### src/hdl/sync_frame_checksum_receiver_defines.svh
// Assertion macros used by the sync frame checksum receiver parser.
`ifndef SYNC_FRAME_CHECKSUM_RECEIVER_DEFINES_SVH
`define SYNC_FRAME_CHECKSUM_RECEIVER_DEFINES_SVH

// Same-cycle implication, disabled during reset.
`define SFCR_ASSERT_IMPLY(label, clk, rst, cond, prop, msg) \
  label: assert property (@(posedge clk) disable iff (rst) (cond) |-> (prop)) \
    else $error(msg);

// Next-cycle implication, disabled during reset.
`define SFCR_ASSERT_NEXT(label, clk, rst, cond, prop, msg) \
  label: assert property (@(posedge clk) disable iff (rst) (cond) |=> (prop)) \
    else $error(msg);

`endif

### src/hdl/sfcr_pkg.sv
// Shared types and constants of the sync frame checksum receiver.
package sfcr_pkg;

  localparam logic [7:0] SYNC_FIRST  = 8'hAA;
  localparam logic [7:0] SYNC_SECOND = 8'h55;
  localparam int         PAYLOAD_LEN = 12;
  localparam int         CNT_W       = $clog2(PAYLOAD_LEN + 1);

  // Parser phase, one-hot.
  typedef enum logic [3:0] {
    PH_HUNT    = 4'b0001,
    PH_SYNC2   = 4'b0010,
    PH_PAYLOAD = 4'b0100,
    PH_CHECK   = 4'b1000
  } phase_t;

  // One decoded frame result.
  typedef struct packed {
    logic               frame_ok;
    logic [15:0]        pos_x;
    logic [15:0]        pos_y;
    logic               camera_flag;
    logic               on_flag;
    logic signed [15:0] angle_deg;
    logic [15:0]        dist_now;
    logic [15:0]        dist_limit;
    logic [7:0]         sum_received;
    logic [7:0]         sum_computed;
  } res_t;

  // Parser status toward the pipeline control.
  typedef struct packed {
    logic check_phase;
  } parse_stat_t;

endpackage

### src/hdl/sfcr_if.sv
// Valid/ready channel interfaces for received bytes and frame results.
interface sfcr_byte_if;
  logic       valid;
  logic       ready;
  logic [7:0] rx_byte;

  modport source (output valid, output rx_byte, input ready);
  modport sink (input valid, input rx_byte, output ready);
endinterface

interface sfcr_res_if;
  logic               valid;
  logic               ready;
  logic               frame_ok;
  logic [15:0]        pos_x;
  logic [15:0]        pos_y;
  logic               camera_flag;
  logic               on_flag;
  logic signed [15:0] angle_deg;
  logic [15:0]        dist_now;
  logic [15:0]        dist_limit;
  logic [7:0]         sum_received;
  logic [7:0]         sum_computed;

  modport source (
    output valid, output frame_ok, output pos_x, output pos_y, output camera_flag,
    output on_flag, output angle_deg, output dist_now, output dist_limit,
    output sum_received, output sum_computed, input ready
  );
  modport sink (
    input valid, input frame_ok, input pos_x, input pos_y, input camera_flag,
    input on_flag, input angle_deg, input dist_now, input dist_limit,
    input sum_received, input sum_computed, output ready
  );
endinterface

### src/hdl/sfcr_in_stage.sv
// Input register: captures one received byte per transaction.
module sfcr_in_stage (
  input  logic       clk,
  input  logic       rst,
  sfcr_byte_if.sink  rx,
  input  logic       advance,
  output logic       byte_valid,
  output logic [7:0] byte_data
);

  logic accept;
  logic byte_valid_next;

  // Take a new byte when the register is empty or moving on this cycle.
  assign rx.ready = !byte_valid || advance;
  assign accept   = rx.valid && rx.ready;

  always_comb begin
    byte_valid_next = byte_valid;
    if (accept) begin
      byte_valid_next = 1'b1;
    end else if (advance) begin
      byte_valid_next = 1'b0;
    end
  end

  // Hold control state.
  always_ff @(posedge clk) begin
    if (rst) begin
      byte_valid <= 1'b0;
    end else begin
      byte_valid <= byte_valid_next;
    end
  end

  // Capture payload.
  always_ff @(posedge clk) begin
    if (accept) begin
      byte_data <= rx.rx_byte;
    end
  end

endmodule

### src/hdl/sfcr_parser.sv
// Frame parser: sync hunt, payload capture, running sum and result decode.
`include "sync_frame_checksum_receiver_defines.svh"

module sfcr_parser (
  input  logic                clk,
  input  logic                rst,
  input  logic                step,
  input  logic [7:0]          byte_data,
  output sfcr_pkg::parse_stat_t stat,
  output logic                res_load,
  output sfcr_pkg::res_t      res
);
  import sfcr_pkg::*;

  phase_t            phase;
  phase_t            phase_next;
  logic [CNT_W-1:0]  byte_count;
  logic [CNT_W-1:0]  byte_count_next;
  logic [7:0]        running_sum;
  logic [7:0]        running_sum_next;
  logic [7:0]        payload [PAYLOAD_LEN];
  logic              store_wr;
  logic              sum_ok;

  assign stat.check_phase = (phase == PH_CHECK);

  // Advance the phase on each stepped byte.
  always_comb begin
    phase_next       = phase;
    byte_count_next  = byte_count;
    running_sum_next = running_sum;
    store_wr         = 1'b0;
    if (step) begin
      case (phase)
        PH_HUNT: begin
          if (byte_data == SYNC_FIRST) begin
            phase_next = PH_SYNC2;
          end
        end
        PH_SYNC2: begin
          if (byte_data == SYNC_SECOND) begin
            phase_next       = PH_PAYLOAD;
            byte_count_next  = '0;
            running_sum_next = '0;
          end else if (byte_data != SYNC_FIRST) begin
            phase_next = PH_HUNT;
          end
        end
        PH_PAYLOAD: begin
          store_wr         = 1'b1;
          running_sum_next = running_sum + byte_data;
          byte_count_next  = byte_count + CNT_W'(1);
          if (byte_count_next == CNT_W'(PAYLOAD_LEN)) begin
            phase_next = PH_CHECK;
          end
        end
        PH_CHECK: begin
          phase_next = PH_HUNT;
        end
        default: begin
          phase_next = PH_HUNT;
        end
      endcase
    end
  end

  // Hold control state.
  always_ff @(posedge clk) begin
    if (rst) begin
      phase       <= PH_HUNT;
      byte_count  <= '0;
      running_sum <= '0;
    end else begin
      phase       <= phase_next;
      byte_count  <= byte_count_next;
      running_sum <= running_sum_next;
    end
  end

  // Store payload bytes in arrival order.
  always_ff @(posedge clk) begin
    if (store_wr) begin
      payload[byte_count] <= byte_data;
    end
  end

  // Decode the frame on the checksum byte; zero the fields on a mismatch.
  assign sum_ok   = (byte_data == running_sum);
  assign res_load = step && (phase == PH_CHECK);

  always_comb begin
    res              = '0;
    res.frame_ok     = sum_ok;
    res.sum_received = byte_data;
    res.sum_computed = running_sum;
    if (sum_ok) begin
      res.pos_x       = {payload[1], payload[0]};
      res.pos_y       = {payload[3], payload[2]};
      res.camera_flag = (payload[4] != 8'h00);
      res.on_flag     = (payload[5] != 8'h00);
      res.angle_deg   = $signed({payload[7], payload[6]});
      res.dist_now    = {payload[9], payload[8]};
      res.dist_limit  = {payload[11], payload[10]};
    end
  end

  `SFCR_ASSERT_NEXT(a_check_returns_hunt, clk, rst, step && (phase == PH_CHECK), phase == PH_HUNT, "frame did not return to hunt after checksum")
  `SFCR_ASSERT_IMPLY(a_count_in_range, clk, rst, phase == PH_PAYLOAD, byte_count < CNT_W'(PAYLOAD_LEN), "payload count out of range")
  `SFCR_ASSERT_NEXT(a_sync_clears, clk, rst, step && (phase == PH_SYNC2) && (byte_data == SYNC_SECOND), (byte_count == '0) && (running_sum == '0), "sync pair did not restart the frame")

endmodule

### src/hdl/sfcr_out_stage.sv
// Result register: holds one frame result until the sink takes it.
module sfcr_out_stage (
  input  logic           clk,
  input  logic           rst,
  input  logic           res_load,
  input  sfcr_pkg::res_t res_in,
  output logic           slot_free,
  sfcr_res_if.source     res
);

  sfcr_pkg::res_t hold;
  logic           res_valid;
  logic           res_valid_next;

  assign slot_free = !res_valid || res.ready;

  always_comb begin
    res_valid_next = res_valid;
    if (res_load) begin
      res_valid_next = 1'b1;
    end else if (res.ready) begin
      res_valid_next = 1'b0;
    end
  end

  // Hold control state.
  always_ff @(posedge clk) begin
    if (rst) begin
      res_valid <= 1'b0;
    end else begin
      res_valid <= res_valid_next;
    end
  end

  // Capture the result payload.
  always_ff @(posedge clk) begin
    if (res_load) begin
      hold <= res_in;
    end
  end

  // Drive the result channel.
  assign res.valid        = res_valid;
  assign res.frame_ok     = hold.frame_ok;
  assign res.pos_x        = hold.pos_x;
  assign res.pos_y        = hold.pos_y;
  assign res.camera_flag  = hold.camera_flag;
  assign res.on_flag      = hold.on_flag;
  assign res.angle_deg    = hold.angle_deg;
  assign res.dist_now     = hold.dist_now;
  assign res.dist_limit   = hold.dist_limit;
  assign res.sum_received = hold.sum_received;
  assign res.sum_computed = hold.sum_computed;

endmodule

### src/hdl/sync_frame_checksum_receiver.sv
// Sync frame checksum receiver: byte stream in, one decoded frame result out.
//
// Accepts one serial byte per cycle on rx and hunts for the sync pair 0xAA 0x55,
// then collects a 12-byte payload while summing it modulo 256. The byte after
// the payload is the checksum; it yields exactly one transaction on res with
// frame_ok set when it equals the sum (payload fields zero otherwise), and the
// parser goes back to the hunt. All other bytes yield nothing. Throughput is
// one byte per cycle while nothing stalls: a byte is held in the input register
// while the parser updates its state, and a checksum byte loads the result
// register at the edge where the parser steps it, so res.valid rises from the
// result register once the checksum byte has passed the input register. Only
// a result still waiting on res stalls a checksum byte in the input register,
// and the input stalls with it until the result is taken; no other byte ever
// waits.
module sync_frame_checksum_receiver (
  input  logic       clk,
  input  logic       rst,
  sfcr_byte_if.sink  rx,
  sfcr_res_if.source res
);
  import sfcr_pkg::*;

  logic        byte_valid;
  logic [7:0]  byte_data;
  logic        advance;
  logic        step;
  logic        slot_free;
  logic        res_load;
  parse_stat_t stat;
  res_t        res_next;

  // Move the held byte on unless it needs a result slot that is still full.
  assign advance = !stat.check_phase || slot_free;
  assign step    = byte_valid && advance;

  sfcr_in_stage u_in (
    .clk        (clk),
    .rst        (rst),
    .rx         (rx),
    .advance    (advance),
    .byte_valid (byte_valid),
    .byte_data  (byte_data)
  );

  sfcr_parser u_parser (
    .clk       (clk),
    .rst       (rst),
    .step      (step),
    .byte_data (byte_data),
    .stat      (stat),
    .res_load  (res_load),
    .res       (res_next)
  );

  sfcr_out_stage u_out (
    .clk       (clk),
    .rst       (rst),
    .res_load  (res_load),
    .res_in    (res_next),
    .slot_free (slot_free),
    .res       (res)
  );

endmodule
### src/flat_wrapper.sv
// flat-port wrapper written by rule: the top's interface ports become plain ports
module sync_frame_checksum_receiver_flat import sfcr_pkg::*;
  (clk, rst, rx_valid, rx_rx_byte, rx_ready, res_valid, res_frame_ok, res_pos_x, res_pos_y, res_camera_flag, res_on_flag, res_angle_deg, res_dist_now, res_dist_limit, res_sum_received, res_sum_computed, res_ready);
  sfcr_byte_if rx_i ();
  sfcr_res_if res_i ();
  input  logic clk;
  input  logic rst;
  input wire logic [$bits(rx_i.valid)-1:0] rx_valid;
  input wire logic [$bits(rx_i.rx_byte)-1:0] rx_rx_byte;
  output wire logic [$bits(rx_i.ready)-1:0] rx_ready;
  output wire logic [$bits(res_i.valid)-1:0] res_valid;
  output wire logic [$bits(res_i.frame_ok)-1:0] res_frame_ok;
  output wire logic [$bits(res_i.pos_x)-1:0] res_pos_x;
  output wire logic [$bits(res_i.pos_y)-1:0] res_pos_y;
  output wire logic [$bits(res_i.camera_flag)-1:0] res_camera_flag;
  output wire logic [$bits(res_i.on_flag)-1:0] res_on_flag;
  output wire logic [$bits(res_i.angle_deg)-1:0] res_angle_deg;
  output wire logic [$bits(res_i.dist_now)-1:0] res_dist_now;
  output wire logic [$bits(res_i.dist_limit)-1:0] res_dist_limit;
  output wire logic [$bits(res_i.sum_received)-1:0] res_sum_received;
  output wire logic [$bits(res_i.sum_computed)-1:0] res_sum_computed;
  input wire logic [$bits(res_i.ready)-1:0] res_ready;
  assign rx_i.valid = rx_valid;
  assign rx_i.rx_byte = rx_rx_byte;
  assign rx_ready = rx_i.ready;
  assign res_valid = res_i.valid;
  assign res_frame_ok = res_i.frame_ok;
  assign res_pos_x = res_i.pos_x;
  assign res_pos_y = res_i.pos_y;
  assign res_camera_flag = res_i.camera_flag;
  assign res_on_flag = res_i.on_flag;
  assign res_angle_deg = res_i.angle_deg;
  assign res_dist_now = res_i.dist_now;
  assign res_dist_limit = res_i.dist_limit;
  assign res_sum_received = res_i.sum_received;
  assign res_sum_computed = res_i.sum_computed;
  assign res_i.ready = res_ready;
  sync_frame_checksum_receiver u_core (.clk(clk), .rst(rst), .rx(rx_i), .res(res_i));
endmodule
### config.mk
export PLATFORM = sky130hd
export DESIGN_NAME = sync_frame_checksum_receiver_flat
export DESIGN_NICKNAME = d
export VERILOG_FILES = /design/src/hdl/sfcr_pkg.sv /design/src/hdl/sfcr_if.sv /design/src/hdl/sfcr_in_stage.sv /design/src/hdl/sfcr_parser.sv /design/src/hdl/sfcr_out_stage.sv /design/src/hdl/sync_frame_checksum_receiver.sv /design/src/flat_wrapper.sv
export VERILOG_INCLUDE_DIRS = /design/src /design/src/hdl
export SDC_FILE = /design/constraint.sdc
export NUM_CORES = 1
export LEC_CHECK = 0
export BUFFER_PORTS_ARGS = -buffer_cell sky130_fd_sc_hd__buf_4
export CORE_MARGIN = 2
export CORE_UTILIZATION = 35
export DETAILED_ROUTE_END_ITERATION = 8
export PLACE_DENSITY = 0.62
export SKIP_CTS_REPAIR_TIMING = 1
export SYNTH_ARGS = -nofsm -noshare
export SYNTH_HDL_FRONTEND = slang
export SYNTH_SLANG_ARGS = --single-unit
### constraint.sdc
create_clock -name clk -period 4.4 [get_ports clk]
set_input_delay 0.44 -clock clk [delete_from_list [all_inputs] [get_ports clk]]
set_output_delay 0.44 -clock clk [all_outputs]
set_load 0.03 [all_outputs]
# == Yosys cells after proc, flatten, opt, wreduce, memory -nomap -nowiden ==
# Memory sizes are Yosys's and may differ from the RTL's. A register that Yosys moved wholly into a read port is not among the register bits.
# Index checks and enable logic that the tools add are counted.
# classes
mux,17
eq_ne,13
reduce_logical,26
n_addsub,2
# ops
operator,n
$mux W4,5
$pmux W8 S2,1
$reduce_bool A8 Y1,2
$logic_not A1 Y1,13
$pmux W4 S3,1
$add A8 B8 Y8,1
$eq A4 B4 Y1 const B,2
$eq A8 B7 Y1 const B,1
$eq A8 B8 Y1,1
$eq A8 B8 Y1 const B,1
$mux W1,8
$mux W8,1
$ne A8 B8 Y1 const B,1
$pmux W4 S2,1
$ne A2 B2 Y1 const B,3
$reduce_bool A2 Y1,3
$add A4 B1 Y4 const B,1
$eq A4 B1 Y1 const B,1
$eq A4 B2 Y1 const B,1
$eq A4 B3 Y1 const B,1
$reduce_and A4 Y1,1
$logic_and A1 B1 Y1,3
$logic_or A1 B1 Y1,3
$ne A3 B3 Y1 const B,1
$reduce_and A3 Y1,1
# totals
ramBits,96
out_inout_bits,101
memories,1
ff_bits,45
wordCells,70
input_bits,12
# mem_list
name,words,word_bits,rd,rd_ports_with_merged_regs,write_ports,line_no,rtl
u_core.u_parser.payload,12,8,12,10,1,sfcr_parser.sv:21,logic [7:0] payload [PAYLOAD_LEN];

# == Longest topological paths before layout ==
# logic_depth
ltp_word,7
ltp_mapped,7
depth_no_buf,7

# == Cells and area by module ==
# Synthesis repeated with hierarchy kept, for this count alone.
# hier_totals
hier_cells,464
hier_area_um2,8115.3
# by_module_without_submodules
module,cells_per_inst,seq_area_each_um2,area_each_um2,instances
sfcr_parser,346,3203.1,4778.3,1
sfcr_out_stage,103,2992.9,3019.1,1
sfcr_in_stage,13,260.2,295.3,1
sync_frame_checksum_receiver,2,0.0,22.5,1

# == Least setup slack after synthesis ==
# OpenSTA, ideal clock, no wires.
# synth_path
path_type,register to register
start,"register u_core.u_out.res_valid, in the netlist u_core.u_out.res.valid"
end,"register, netlist name u_core.u_out.res.angle_deg[0]"
setup_ps,469
n_path_buf,0
t_required_ps,3931
path_stages_with_launch,4
slack_ps,645
t_arrival_ps,3286
synth_period_minus_slack_ps,3755
cell_sequence,dfxtp_1 -> nor2b_1 -> a21boi_1 -> and2_1
# synth_between
elab_chain_len,5
# synth_lines
item,line_no,rtl
from (decl),sfcr_out_stage.sv:12,logic res_valid;
from (signal assigned),sfcr_out_stage.sv:31,res_valid <= res_valid_next;
$logic_not A1 Y1,sfcr_out_stage.sv:15,assign slot_free = !res_valid || res.ready;
$logic_or A1 B1 Y1,sfcr_out_stage.sv:15,
$logic_or A1 B1 Y1,sync_frame_checksum_receiver.sv:33,assign advance = !stat.check_phase || slot_free;
$logic_and A1 B1 Y1,sync_frame_checksum_receiver.sv:34,assign step = byte_valid && advance;
$logic_and A1 B1 Y1,sfcr_parser.sv:89,assign res_load = step && (phase == PH_CHECK);
named net u_core.res_load,sync_frame_checksum_receiver.sv:28,logic res_load;
# The timed path passes the listed nets, and every way through them passes these cells.
# A chain may end at the register's enable or synchronous reset.

# == Worst setup path in the final report ==
# layout_path
start,register u_core.u_in.byte_data[1]
end,"register u_core.u_out.hold (netlist bit u_core.u_out.res.camera_flag), data pin"
# layout_between
elab_chain_len,1
# layout_lines
item,line_no,rtl
from (decl),sfcr_in_stage.sv:8,output logic [7:0] byte_data
from (signal assigned),sfcr_in_stage.sv:39,byte_data <= rx.rx_byte;
$eq A8 B8 Y1,sfcr_parser.sv:88,assign sum_ok = (byte_data == running_sum);
to (signal assigned),sfcr_out_stage.sv:38,hold <= res_in;
to (decl),sfcr_out_stage.sv:11,sfcr_pkg::res_t hold;
# Every way passes these cells.

==> summary by stage <==
Clocking
The TritonCTS sink count is 221. The CTS tree is built. The clock slew at the register clock pins of the worst setup and hold paths is 0.06 ns. Clock tree synthesis inserted a total of 23 buffers. The maximum buffer depth of the clock tree is 3. For the worst-skew pair, the clock arrives at the later sink with an insertion delay of 0.50 ns. In this run the clock root is driven by a clkbuf_16.

The H-tree depth is 1.

Pwr
For this design the ratio of total power to cell area is 427.2 nW/um^2. The power after layout is 4.236 mW. VDD sags by at most 0.0002323 V. Summed over all cells, the static leakage comes to 3.742 nW.

STA
Setup repair after global routing left no endpoint under its margin. Between clock sinks in the finished design, the worst skew comes to 0.01609 ns. The ratio of final minimum period to clock period is 61.49%. The worst path needs 2.705 ns of the cycle, external delays included. Headroom to the max-slew limit came out at 29.42%. The final worst setup slack is 1.695 ns. The transition at the pin with the smallest max-transition slack is 1.056 ns. The final setup violation count is 0. The count of pins over their slew limit is 0. Based on the critical path, the design can be clocked at up to 369.6 MHz.

The worst hold margin is 0.1243 ns. After routing, the total negative slack on setup checks comes to 0 ns. The hold violation count in the final report is 0.

Finish
The area growth from synthesis to layout is 24.13%. The final net count is 602. The fraction of final layout cells with drive strength greater than 1 is 27.07%.

The count of inserted antenna diode cells is 0. The filler-free cell count of the finished design is 876.

Yosys
Yosys attributes the largest share of cell area to edfxtp_1, and2_1, dfxtp_1, ha_1, clkbuf_1. The most used flip-flop cell after synthesis is edfxtp_1. A synthesized cell averages 17.64 sq um. The Yosys step of the flow raised 0 warnings. Synthesis produced a netlist with a net count of 477. The biggest area consumer among synthesized cells is edfxtp_1. The number of synthesized register bits is 221. In this run, synthesis inferred 203 flip-flops with an integrated enable.

The share of synthesized registers carrying an async set or reset is 0%. The gate count after technology mapping is 453. The cell area after synthesis is 7989 sq um. The share of the Yosys chip area taken by registers is 80.81%. The share of the synthesized area in the top cell type is 76.30%. The distinct cell type count after synthesis is 47.

Job
The number of maximum-capacitance violations is 0.

Placed design
The placement-stage worst setup slack is 1.648 ns. The number of placed instances with taps included is 838. The weighted congestion reported at the end of routability-driven placement is 0.7378. The HPWL after detailed placement is 9538 um. The count of buffers added on input and output ports is 112.

Global route
The fraction of met2 tracks used by global routing is 20.34%. The most heavily used metal layer in global routing is met2. The first-pass GRT wire length is 23160 um. The overall routing resource usage is 12.55%. The number of antenna violations at the first check in global routing is 0. The number of global-route vias before repair is 4192.

The global routing usage on met1 is 16.93%. The pin count of the biggest net entering global routing is 56. The final global-route overflow total is 0. The met3 demand-to-capacity share in global routing is 3.148%.

Worst setup path
The worst setup path is of the reg -> reg kind. Data on the critical path is required at its endpoint by 4.74 ns. The critical path arrival is 3.05 ns. Along the worst path, the maximum fanout reaches 55.

The startpoint type of the worst setup path is a flip-flop. STA classifies the critical path endpoint as a flip-flop. The cell count of the worst reg-to-reg path is 6.

Floorplan
The die is 155.1 um wide. After floorplanning, the core was divided into 55 placement rows. The vertical die dimension is 155.1 um. For this configuration, the core starts out at a cell density of 35.50%. The floorplan step defined a die boundary enclosing 24050 sq um.

The I/O pin count is 113. After floorplanning, the core was sized to cover 22500 sq um.

Min path
The worst hold path belongs to the class in -> reg. Counting instances, the worst hold path has a depth of 1.

Route
The first detailed-routing pass took 4 iterations. For this block, the via count after detailed routing is 4078. The first routing iteration left 238 violations. The detail route stage leaves a number of antenna-violating nets equal to 0. After detailed routing, the average wire length per cell comes to 17.47 um.

The average vias per placed instance is 4.655. The routed wire length is 15310 um. For this run, design rule violations remaining after detail routing come to 0.

Outcome
The flow ran to the end, and the final reports show no timing, DRC or antenna violations.
-- report_power, final --
group	internal [mW]	switching [mW]	total (mW)	leakage, nW
sequential	2.29	0.0405	2.33	2.17
combinational	0.0182	0.0190	0.0373	1.22
clock	1.13	0.740	1.87	0.361
total	3.44	0.800	4.24	3.74
-- through the flow --
step | instance area [sq um] | util, %
after floorplan | 7989 | -
after global placement | 9190 | 40.84
after detailed placement | 9190 | 40.84
after CTS | 9917 | 44.07
after global routing | 9917 | 44.07
final | 9917 | 44.07
-- kinds of logic (layout without fill, tap and decap cells) --
| family | count (synthesis) | count (layout) | share of synthesized area [%] |
|---|---|---|---|
| compound gates | 36 | 36 | 2.913 |
| xor+xnor | 5 | 5 | 0.5481 |
| fa+ha+maj | 12 | 12 | 1.973 |
| buf+inv | 22 | 160 | 1.081 |
| flops | 221 | 221 | 80.81 |
| mux | 3 | 3 | 0.3759 |
| simple gates | 154 | 154 | 12.29 |
-- state kept, by name, summed over array words and instances, names as in the netlist, 8 cells and up --
name,cells
u_core.u_out.res.pos_y,16
u_core.u_out.res.sum_received,8
u_core.u_out.res.dist_limit,16
u_core.u_out.res.sum_computed,8
u_core.u_in.byte_data,8
u_core.u_out.res.angle_deg,16
u_core.u_out.res.pos_x,16
u_core.u_parser.running_sum,8
u_core.u_parser.payload,96
u_core.u_out.res.dist_now,16
-- cells in the final DEF (no fill, tap or decap), types with 5 or more instances in the layout --
cell type,n
dfxtp_1,18
and2_1,90
buf_4,117
nor4b_2,5
nand2_1,8
edfxtp_1,203
inv_1,5
clkinv_2,5
nor4_1,5
clkbuf_16,23
nor2_1,14
ha_1,11
a21oi_1,9
-- worst max-delay path: stages, from the launching register on --
cell and delay (ns):
edfxtp_1 0.92, ha_1 0.39, nor4_1 0.27, nand2_1 0.10, nor4_2 0.23, buf_4 0.42
a21boi_1 0.20
-- worst paths after layout --
| kind | from | slack (ns) | end |
|---|---|---|---|
| max | u_core.u_in.byte_data[1] | 1.69 | u_core.u_out.res.camera_flag |
| min reg2reg | u_core.u_parser.running_sum[2] | 0.48 | u_core.u_out.res.sum_computed[2] |
| min | rx_rx_byte[2] | 0.12 | u_core.u_in.byte_data[2] |
| max reg2reg | u_core.u_in.byte_data[1] | 1.69 | u_core.u_out.res.camera_flag |
-- synthesized netlist by cell type (all sizes together) (4+ instances only) --
| cell type | count |
|---|---|
| inv | 5 |
| dfxtp | 18 |
| ha | 11 |
| and2 | 91 |
| nor4 | 6 |
| nor4b | 7 |
| a21oi | 9 |
| nor2 | 14 |
| clkbuf | 15 |
| nand2 | 8 |
| nand3 | 4 |
| or3 | 4 |
| edfxtp | 203 |
| xnor2 | 4 |
| o21ai | 8 |
-- routing by layer --
layer	vias up	routed length, um	share of wire (%)
met5	-	0	0
met4	0	297	1.9
met3	24	1013	6.6
met2	134	7227	47
met1	1982	6768	44
li1	1938	-	-
-- layout make-up --
cell class | count | area [sq um]
clock buffer | 24 | 579.3
clock inverter | 14 | 147.6
fill | 1976 | 12590
inverter | 5 | 18.77
multi-input combinational | 210 | 1480
sequential | 221 | 6456
tap | 285 | 356.6
timing repair buffer | 117 | 878.3
(Power assumes the default switching activity.)
